--- config.mk ---
export PLATFORM = sky130hd
export DESIGN_NAME = length_prefix_deframer_top
export DESIGN_NICKNAME = d
export VERILOG_FILES = /design/src/design/lpd_pkg.sv /design/src/design/lpd_front.sv /design/src/design/lpd_fifo.sv /design/src/design/lpd_back.sv /design/src/design/length_prefix_deframer_top.sv
export SDC_FILE = /design/constraint.sdc
export NUM_CORES = 1
export LEC_CHECK = 0
export ABC_AREA = 1
export BUFFER_PORTS_ARGS = -buffer_cell sky130_fd_sc_hd__buf_4
export CAP_MARGIN = 10
export CORE_MARGIN = 2
export CORE_UTILIZATION = 30
export CTS_BUF_LIST = sky130_fd_sc_hd__clkbuf_4
export DETAILED_ROUTE_END_ITERATION = 7
export GPL_ROUTABILITY_DRIVEN = 0
export HOLD_SLACK_MARGIN = 0.02
export PLACE_DENSITY = 0.5
export SETUP_SLACK_MARGIN = 0.02
export SLEW_MARGIN = 20
export SYNTH_ARGS = -nofsm -noshare
export SYNTH_HDL_FRONTEND = slang
export SYNTH_SLANG_ARGS = --single-unit
export TNS_END_PERCENT = 50
--- constraint.sdc ---
create_clock -name clk -period 7.35 [get_ports clk]
set_input_delay 0.735 -clock clk [delete_from_list [all_inputs] [get_ports clk]]
set_output_delay 0.735 -clock clk [all_outputs]
set_load 0.02 [all_outputs]
--- src/design/lpd_pkg.sv ---
// ----------------------------------------------------------------------------
// lpd_pkg
// shared types and constants for the length prefix deframer
// ----------------------------------------------------------------------------
package lpd_pkg;

    localparam int BYTE_W = 8;
    localparam int CFG_W  = 16;
    localparam int HDR_W  = 16;

    localparam logic [CFG_W-1:0] MAX_LEN_RESET = 16'd2048;

    localparam int FIFO_DEPTH = 4;
    localparam int FIFO_PTR_W = 2;
    localparam int FIFO_CNT_W = 3;

    typedef enum logic [1:0] {
        PH_HEAD0   = 2'd0,
        PH_HEAD1   = 2'd1,
        PH_PAYLOAD = 2'd2,
        PH_ERROR   = 2'd3
    } phase_t;

    typedef enum logic [1:0] {
        KIND_BYTE  = 2'd0,
        KIND_EMPTY = 2'd1,
        KIND_ERROR = 2'd2
    } kind_t;

    typedef struct packed {
        kind_t             kind;
        logic [BYTE_W-1:0] data;
        logic              last;
    } token_t;

endpackage

--- src/design/lpd_front.sv ---
// ----------------------------------------------------------------------------
// lpd_front
// header parser: takes stream bytes and turns each into zero or one token
// ----------------------------------------------------------------------------
module lpd_front #(
    parameter int LEN_WIDTH = 16
) (
    input  logic                        clk,
    input  logic                        rst_n,
    input  logic                        in_valid,
    output logic                        in_ready,
    input  logic [lpd_pkg::BYTE_W-1:0]  in_data,
    input  logic [lpd_pkg::CFG_W-1:0]   max_len,
    input  logic                        full,
    output logic                        push,
    output lpd_pkg::token_t             push_token,
    output logic                        err_flag
);
    import lpd_pkg::*;

    localparam int CMP_W = (LEN_WIDTH > CFG_W) ? LEN_WIDTH : CFG_W;

    phase_t                phase_reg, phase_next;
    logic [BYTE_W-1:0]     header_low_reg, header_low_next;
    logic [LEN_WIDTH-1:0]  bytes_left_reg, bytes_left_next;

    logic                  take;
    logic [HDR_W-1:0]      header;
    logic [LEN_WIDTH-1:0]  len;
    logic                  too_long;
    logic                  len_zero;
    logic                  final_byte;

    assign in_ready   = !full;
    assign take       = in_valid && in_ready;
    assign header     = {in_data, header_low_reg};
    assign len        = LEN_WIDTH'(header);
    assign too_long   = CMP_W'(len) > CMP_W'(max_len);
    assign len_zero   = (len == '0);
    assign final_byte = (bytes_left_reg <= LEN_WIDTH'(1));
    assign err_flag   = (phase_reg == PH_ERROR);

    // next state
    always_comb
    begin
        phase_next      = phase_reg;
        header_low_next = header_low_reg;
        bytes_left_next = bytes_left_reg;
        if (take)
        begin
            case (phase_reg)
                PH_HEAD0:
                begin
                    header_low_next = in_data;
                    phase_next      = PH_HEAD1;
                end
                PH_HEAD1:
                begin
                    if (too_long)
                    begin
                        phase_next = PH_ERROR;
                    end
                    else if (len_zero)
                    begin
                        phase_next = PH_HEAD0;
                    end
                    else
                    begin
                        bytes_left_next = len;
                        phase_next      = PH_PAYLOAD;
                    end
                end
                PH_PAYLOAD:
                begin
                    if (final_byte)
                    begin
                        bytes_left_next = '0;
                        phase_next      = PH_HEAD0;
                    end
                    else
                    begin
                        bytes_left_next = bytes_left_reg - LEN_WIDTH'(1);
                    end
                end
                default:
                begin
                    phase_next = PH_ERROR;
                end
            endcase
        end
    end

    // outputs
    always_comb
    begin
        push            = 1'b0;
        push_token.kind = KIND_BYTE;
        push_token.data = '0;
        push_token.last = 1'b0;
        if (take)
        begin
            case (phase_reg)
                PH_HEAD1:
                begin
                    if (too_long)
                    begin
                        push            = 1'b1;
                        push_token.kind = KIND_ERROR;
                    end
                    else if (len_zero)
                    begin
                        push            = 1'b1;
                        push_token.kind = KIND_EMPTY;
                    end
                end
                PH_PAYLOAD:
                begin
                    push            = 1'b1;
                    push_token.data = in_data;
                    push_token.last = final_byte;
                end
                default:
                begin
                    push = 1'b0;
                end
            endcase
        end
    end

    always_ff @(posedge clk or negedge rst_n)
    begin
        if (!rst_n)
        begin
            phase_reg      <= PH_HEAD0;
            header_low_reg <= '0;
            bytes_left_reg <= '0;
        end
        else
        begin
            phase_reg      <= phase_next;
            header_low_reg <= header_low_next;
            bytes_left_reg <= bytes_left_next;
        end
    end

endmodule

--- src/design/lpd_fifo.sv ---
// ----------------------------------------------------------------------------
// lpd_fifo
// short token queue between parser and output stage
// ----------------------------------------------------------------------------
module lpd_fifo (
    input  logic             clk,
    input  logic             rst_n,
    input  logic             push,
    input  lpd_pkg::token_t  push_token,
    output logic             full,
    input  logic             pop,
    output logic             not_empty,
    output lpd_pkg::token_t  head_token
);
    import lpd_pkg::*;

    token_t                 mem [FIFO_DEPTH];
    logic [FIFO_PTR_W-1:0]  wr_ptr_reg, wr_ptr_next;
    logic [FIFO_PTR_W-1:0]  rd_ptr_reg, rd_ptr_next;
    logic [FIFO_CNT_W-1:0]  count_reg, count_next;
    logic                   do_push;
    logic                   do_pop;

    assign full       = (count_reg == FIFO_CNT_W'(FIFO_DEPTH));
    assign not_empty  = (count_reg != '0);
    assign head_token = mem[rd_ptr_reg];
    assign do_push    = push && !full;
    assign do_pop     = pop && not_empty;

    always_comb
    begin
        wr_ptr_next = do_push ? wr_ptr_reg + FIFO_PTR_W'(1) : wr_ptr_reg;
        rd_ptr_next = do_pop ? rd_ptr_reg + FIFO_PTR_W'(1) : rd_ptr_reg;
        count_next  = count_reg;
        if (do_push && !do_pop)
        begin
            count_next = count_reg + FIFO_CNT_W'(1);
        end
        else if (do_pop && !do_push)
        begin
            count_next = count_reg - FIFO_CNT_W'(1);
        end
    end

    always_ff @(posedge clk)
    begin
        if (do_push)
        begin
            mem[wr_ptr_reg] <= push_token;
        end
    end

    always_ff @(posedge clk or negedge rst_n)
    begin
        if (!rst_n)
        begin
            wr_ptr_reg <= '0;
            rd_ptr_reg <= '0;
            count_reg  <= '0;
        end
        else
        begin
            wr_ptr_reg <= wr_ptr_next;
            rd_ptr_reg <= rd_ptr_next;
            count_reg  <= count_next;
        end
    end

endmodule

--- src/design/lpd_back.sv ---
// ----------------------------------------------------------------------------
// lpd_back
// output stage: pulls tokens from the queue into the result register
// ----------------------------------------------------------------------------
module lpd_back (
    input  logic                        clk,
    input  logic                        rst_n,
    input  logic                        not_empty,
    input  lpd_pkg::token_t             head_token,
    output logic                        pop,
    output logic                        out_valid,
    input  logic                        out_ready,
    output logic [lpd_pkg::BYTE_W-1:0]  out_data,
    output logic                        out_last,
    output logic [1:0]                  out_kind
);
    import lpd_pkg::*;

    logic    valid_reg, valid_next;
    token_t  token_reg;

    assign pop        = not_empty && (!valid_reg || out_ready);
    assign valid_next = pop || (valid_reg && !out_ready);
    assign out_valid  = valid_reg;
    assign out_data   = token_reg.data;
    assign out_last   = token_reg.last;
    assign out_kind   = token_reg.kind;

    always_ff @(posedge clk)
    begin
        if (pop)
        begin
            token_reg <= head_token;
        end
    end

    always_ff @(posedge clk or negedge rst_n)
    begin
        if (!rst_n)
        begin
            valid_reg <= 1'b0;
        end
        else
        begin
            valid_reg <= valid_next;
        end
    end

endmodule

--- src/design/length_prefix_deframer_top.sv ---
// ----------------------------------------------------------------------------
// length_prefix_deframer_top
// splits a byte stream into messages framed by a 2-byte little-endian length
// ----------------------------------------------------------------------------
// usage:
//   s_axis carries one stream byte per transaction. each message opens with a
//   2-byte length header, low byte first, then that many payload bytes.
//   m_axis gives one transaction per payload byte (tuser kind byte, tlast on
//   the final one), one kind empty transaction for a zero header, or one kind
//   error transaction for a header above max_payload_len. after an error all
//   input bytes are taken and dropped until reset.
//   cfg writes max_payload_len; it is sampled with the second header byte.
//   throughput is one byte per cycle in both directions while the queue has
//   room and m_axis does not stall. a result reaches m_axis by way of the
//   token queue, written as its byte is taken, and then the output register.
//   the four-entry token queue sets how long the input runs on while m_axis
//   is stalled; once it fills, s_axis_tready drops until m_axis drains.
//   reset clears the parser to the first header byte, empties the queue,
//   drops any pending result and restores max_payload_len to 2048.
// ----------------------------------------------------------------------------
module length_prefix_deframer_top #(
    parameter int LEN_WIDTH = 16
) (
    input  logic                        clk,
    input  logic                        rst_n,
    input  logic                        s_axis_tvalid,
    output logic                        s_axis_tready,
    input  logic [lpd_pkg::BYTE_W-1:0]  s_axis_tdata,   // [7:0] in_byte
    output logic                        m_axis_tvalid,
    input  logic                        m_axis_tready,
    output logic [lpd_pkg::BYTE_W-1:0]  m_axis_tdata,   // [7:0] payload_byte
    output logic                        m_axis_tlast,
    output logic [1:0]                  m_axis_tuser,   // [1:0] kind
    input  logic                        cfg_valid,
    output logic                        cfg_ready,
    input  logic [lpd_pkg::CFG_W-1:0]   cfg_data        // [15:0] max_payload_len
);
    import lpd_pkg::*;

    logic [CFG_W-1:0]  max_len_reg;
    logic              push;
    token_t            push_token;
    logic              full;
    logic              pop;
    logic              not_empty;
    token_t            head_token;
    logic              err_flag;

    assign cfg_ready = 1'b1;

    always_ff @(posedge clk or negedge rst_n)
    begin
        if (!rst_n)
        begin
            max_len_reg <= MAX_LEN_RESET;
        end
        else if (cfg_valid && cfg_ready)
        begin
            max_len_reg <= cfg_data;
        end
    end

    lpd_front #(
        .LEN_WIDTH (LEN_WIDTH)
    ) u_front (
        .clk        (clk),
        .rst_n      (rst_n),
        .in_valid   (s_axis_tvalid),
        .in_ready   (s_axis_tready),
        .in_data    (s_axis_tdata),
        .max_len    (max_len_reg),
        .full       (full),
        .push       (push),
        .push_token (push_token),
        .err_flag   (err_flag)
    );

    lpd_fifo u_fifo (
        .clk        (clk),
        .rst_n      (rst_n),
        .push       (push),
        .push_token (push_token),
        .full       (full),
        .pop        (pop),
        .not_empty  (not_empty),
        .head_token (head_token)
    );

    lpd_back u_back (
        .clk        (clk),
        .rst_n      (rst_n),
        .not_empty  (not_empty),
        .head_token (head_token),
        .pop        (pop),
        .out_valid  (m_axis_tvalid),
        .out_ready  (m_axis_tready),
        .out_data   (m_axis_tdata),
        .out_last   (m_axis_tlast),
        .out_kind   (m_axis_tuser)
    );

    // error phase is sticky until reset
    assert property (@(posedge clk) disable iff (!rst_n)
        $past(err_flag) |-> err_flag)
        else $error("error phase left without reset");

    // an error result is only shown once the parser sits in the error phase
    assert property (@(posedge clk) disable iff (!rst_n)
        (m_axis_tvalid && (m_axis_tuser == KIND_ERROR)) |-> err_flag)
        else $error("error result without error phase");

    // only payload bytes carry tlast
    assert property (@(posedge clk) disable iff (!rst_n)
        (m_axis_tvalid && (m_axis_tuser != KIND_BYTE)) |-> !m_axis_tlast)
        else $error("tlast on a non-payload result");

    // nothing is queued while the queue is full
    assert property (@(posedge clk) disable iff (!rst_n)
        full |-> !push)
        else $error("token pushed into a full queue");

endmodule
==> summary.log <==
[clock_tree] Hold Buf Count CTS 0
[pwr] worst voltage drop across the vdd grid 0.115 mV
[clock_tree] insertion delay of the later-clocked pin in the worst-skew pair 0.48 ns
[floorplan] count of pins on the block boundary 43
[synth] Synth area leaders edfxtp_1, dfrtp_1, ha_1, nand2_1, o21ai_0
[route] wirelength, routed 10700 um
[clock_tree] clock input transition at the sequential cells of the worst setup and hold paths 0.17 ns
[global_route] overflow left after global routing 0
[synth] synthesized area 5170 um2
[synth] prevailing post-synth register cell edfxtp_1
[sta] Setup-failing EPs final 0
[sta] final critical delay including setup and external delays 2.92 ns
[floorplan] die outline area 18300 um2
[worst_hold_path] Tightest Hold Check Type input port to async pin
[synth] share of cell area taken by muxes after synthesis 0.436%
[placement] half-perimeter wire length of the detailed placement result 7830 um
[cells_and_area] area growth from synthesis to layout 11.8%
[global_route] Tot GR Track Use 12.6%
[synth] Post-Synthesis Cells 515
[route] routed via count 3479
[synth] simple-gate area share of the yosys netlist 15.7%
[clock_tree] clock root buffer clkbuf_4
[floorplan] height of the die 135 um
[floorplan] overall die width 135 um
[synth] most repeated cell in the gate-level netlist after synthesis nand2_1
[pwr] fraction of power consumed by combinational cells 21.1%
[synth] share of synthesized registers carrying an async set or reset 47.6%
[clock_tree] CTS HTree Levels 3
[setup_path] endpoint type of the worst setup path flop
[synth] YS warnings 0
[synth] share of the synthesized area in compound gates (AO/OA/AOI/OAI) 11.9%
[clock_tree] buffer depth of the longest clock path 2
[global_route] number of global-route vias before repair 3387
[setup_path] Worst Path Class, Setup flop to flop
[sta] Achievable Freq 342 MHz
[sta] final-report hold violation count 0
[synth] Post-synth EDFFs 55
[setup_path] crit-path max FO 11
[synth] library cell occupying the most area in the post-synthesis netlist edfxtp_1
[clock_tree] number of clock sinks 105
[sta] final-layout setup total negative slack 0 ns
[synth] net count after synthesis 572
[setup_path] WP data arrival 3.03 ns
[setup_path] required time at the endpoint of the critical path 7.45 ns
[synth] top-area cell type share of the netlist area 31.9%
[clock_tree] number of buffers added by the clock tree synthesis step 9
[global_route] first-pass GRT wire length 17800 um
[global_route] pin count of the biggest net entering global routing 51
[cells_and_area] share of layout cells above drive strength 1 17.4%
[cells_and_area] Inserted Diodes 0
[sta] final clock period utilization by the worst path 39.8%
[pwr] fraction of power consumed by the clock network 21.3%
[clock_tree] CTS tree done
[cells_and_area] number of nets in the final layout 609
[flow_run] Max-cap violations 0
[route] DRC 0
[synth] most frequent cells after synthesis nand2_1, nor2_1, inv_1
[route] Pre-Repair DR Iteration Count 5
[floorplan] Core Footprint 16700 um2
[route] starting DRC count in detailed routing 241
[pwr] total power per unit cell area 218 nW/um2
[synth] FF+latch count, synth 105
[pwr] register share of total power 57.6%
[route] Routed wire per std cell 13.8 um
[synth] distinct cell type count after synthesis 38
[sta] unrepaired setup endpoints after global routing no
[run_status] run status completed
[pwr] switching power of the nets 405 uW
[floorplan] # rows 47
[clock_tree] setup bufs post-CTS 0
[sta] Worst Clk Skew 0.0211 ns
[sta] max-slew violations 0
[synth] part of the Yosys area used for sequential elements 56.2%
[pwr] sw frac 32.2%
[floorplan] Initial Utilization 31.0%
[route] count of antenna-violating nets left after detailed routing 0
[sta] transition time at the pin with the least slew margin 1.06 ns
[pwr] internal power contribution 853 uW
[setup_path] startpoint type of the worst setup path flop
[clock_tree] number of instances resized during post-cts repair 0
[synth] fraction of the mapped netlist area in adder cells 6.92%
[synth] combinational family with the most area after synthesis simple AND/OR/NAND/NOR gates
[global_route] number of antenna violations at the first check in global routing 0
[pwr] leak pwr 2.37 nW
[route] detail-routed via count per cell 4.48
[sta] worst max-slew margin expressed relative to the limit 28.9%
[cells_and_area] final core utilization 34.6%
[placement] Buffers on Ports 41
[synth] share of the synthesized netlist area taken by xor and xnor gates 2.71%
[cells_and_area] number of flip-flops under the largest register name 44
[synth] average cell area after synthesis 10.0 um2
-- routing by layer --
layer,vias up,part of all wire (%),GRT usage (%),wire length [um]
met5,-,0,0,0
li1,1786,-,-,-
met3,4,3.5,3.37,373
met2,51,49,21.0,5210
met4,0,0.73,3.18,78
met1,1638,47,16.4,5060
-- placed cells by master, fill, tap and decap left out, drive strengths merged --
cell type,synthesis,final
a21oi,13,13
xor2,7,7
mux2,2,2
clkinvlp,0,1
nor3,7,7
clkbuf,9,10
edfxtp,55,55
nand3,8,8
nor4,2,2
xnor2,9,9
conb,1,1
fa,1,1
nor3b,1,1
dfrtp,49,49
o21ai,70,70
a22oi,8,8
buf,7,42
nand3b,1,1
nand4,2,2
and3,1,1
clkinv,0,3
dfstp,1,1
ha,27,27
nor2,66,66
nand2,96,96
o22ai,12,12
inv,59,61
a21o,1,1
-- power by group through the flow --
stage	Combinational, mW	Sequential (mW)	Clock [mW]
finish	0.266	0.724	0.268
global route	0.302	0.732	0.311
CTS	0.271	0.726	0.285
detailed placement	0.270	0.739	0
global placement	0.263	0.737	0
floorplan	0.158	0.741	0
-- path summary, 6_finish.rpt --
| kind | start | endpoint | slack, ns | cells past startpoint |
|---|---|---|---|---|
| max reg2reg | max_len_reg[11] | u_fifo.mem[2][4] | 4.43 | 12 |
| min | rst_n | u_front.bytes_left_reg[5] | 0.25 | 1 |
| max | max_len_reg[11] | u_fifo.mem[2][4] | 4.43 | 12 |
| max in group asynchronous | rst_n | u_fifo.rd_ptr_reg[0] | 6.62 | 1 |
| min reg2reg | u_front.bytes_left_reg[15] | u_front.bytes_left_reg[15] | 0.50 | 2 |
| min in group clk | cfg_data[13] | max_len_reg[13] | 0.47 | 3 |
-- cell families (layout without fill, tap and decap cells) --
family                     Yosys count  after routing
DFF                                105            105
AOI/OAI and AO/OA                  104            104
buffers and inverters               75            117
other                                1              1
adders and majority gates           28             28
muxes                                2              2
xor gates and xnor gates            16             16
and+or+nand+nor                    184            184
-- layout make-up --
class / instances / area [um2]
clock buffer: 10 / 75.1
clock inverter: 6 / 42.5
fill: 1732 / 10900
inverter: 59 / 221
multi-input combinational: 335 / 1950
sequential: 105 / 2900
tap: 220 / 275
timing repair buffer: 42 / 315
-- stage by stage --
| stage | power [mW] | hold slack [ns] | cell area [um2] | std cells | setup slack, ns |
|---|---|---|---|---|---|
| after floorplan | 0.899 | 0.439 | 5170 | 515 | 4.53 |
| after global placement | 1.00 | 0.470 | 5660 | 761 | 4.11 |
| after detailed placement | 1.01 | 0.477 | 5660 | 761 | 4.07 |
| after CTS | 1.28 | 0.255 | 5780 | 777 | 4.35 |
| after global routing | 1.35 | 0.260 | 5780 | 777 | 4.06 |
| final | 1.26 | 0.252 | 5780 | 777 | 4.43 |
-- worst max-delay path, stage by stage, from the launching register on --
cell and delay, ns:
dfstp_2 0.54, inv_1 0.06, ha_1 0.29, nand2_1 0.06
inv_2 0.06, nand3_2 0.06, nor3_2 0.15, nand2_1 0.09
nand2_2 0.07, nand3_2 0.14, nand3_2 0.13, nand2_2 0.11
nor2_1 0.82
No activity file was read; power rests on OpenSTA's default activity.
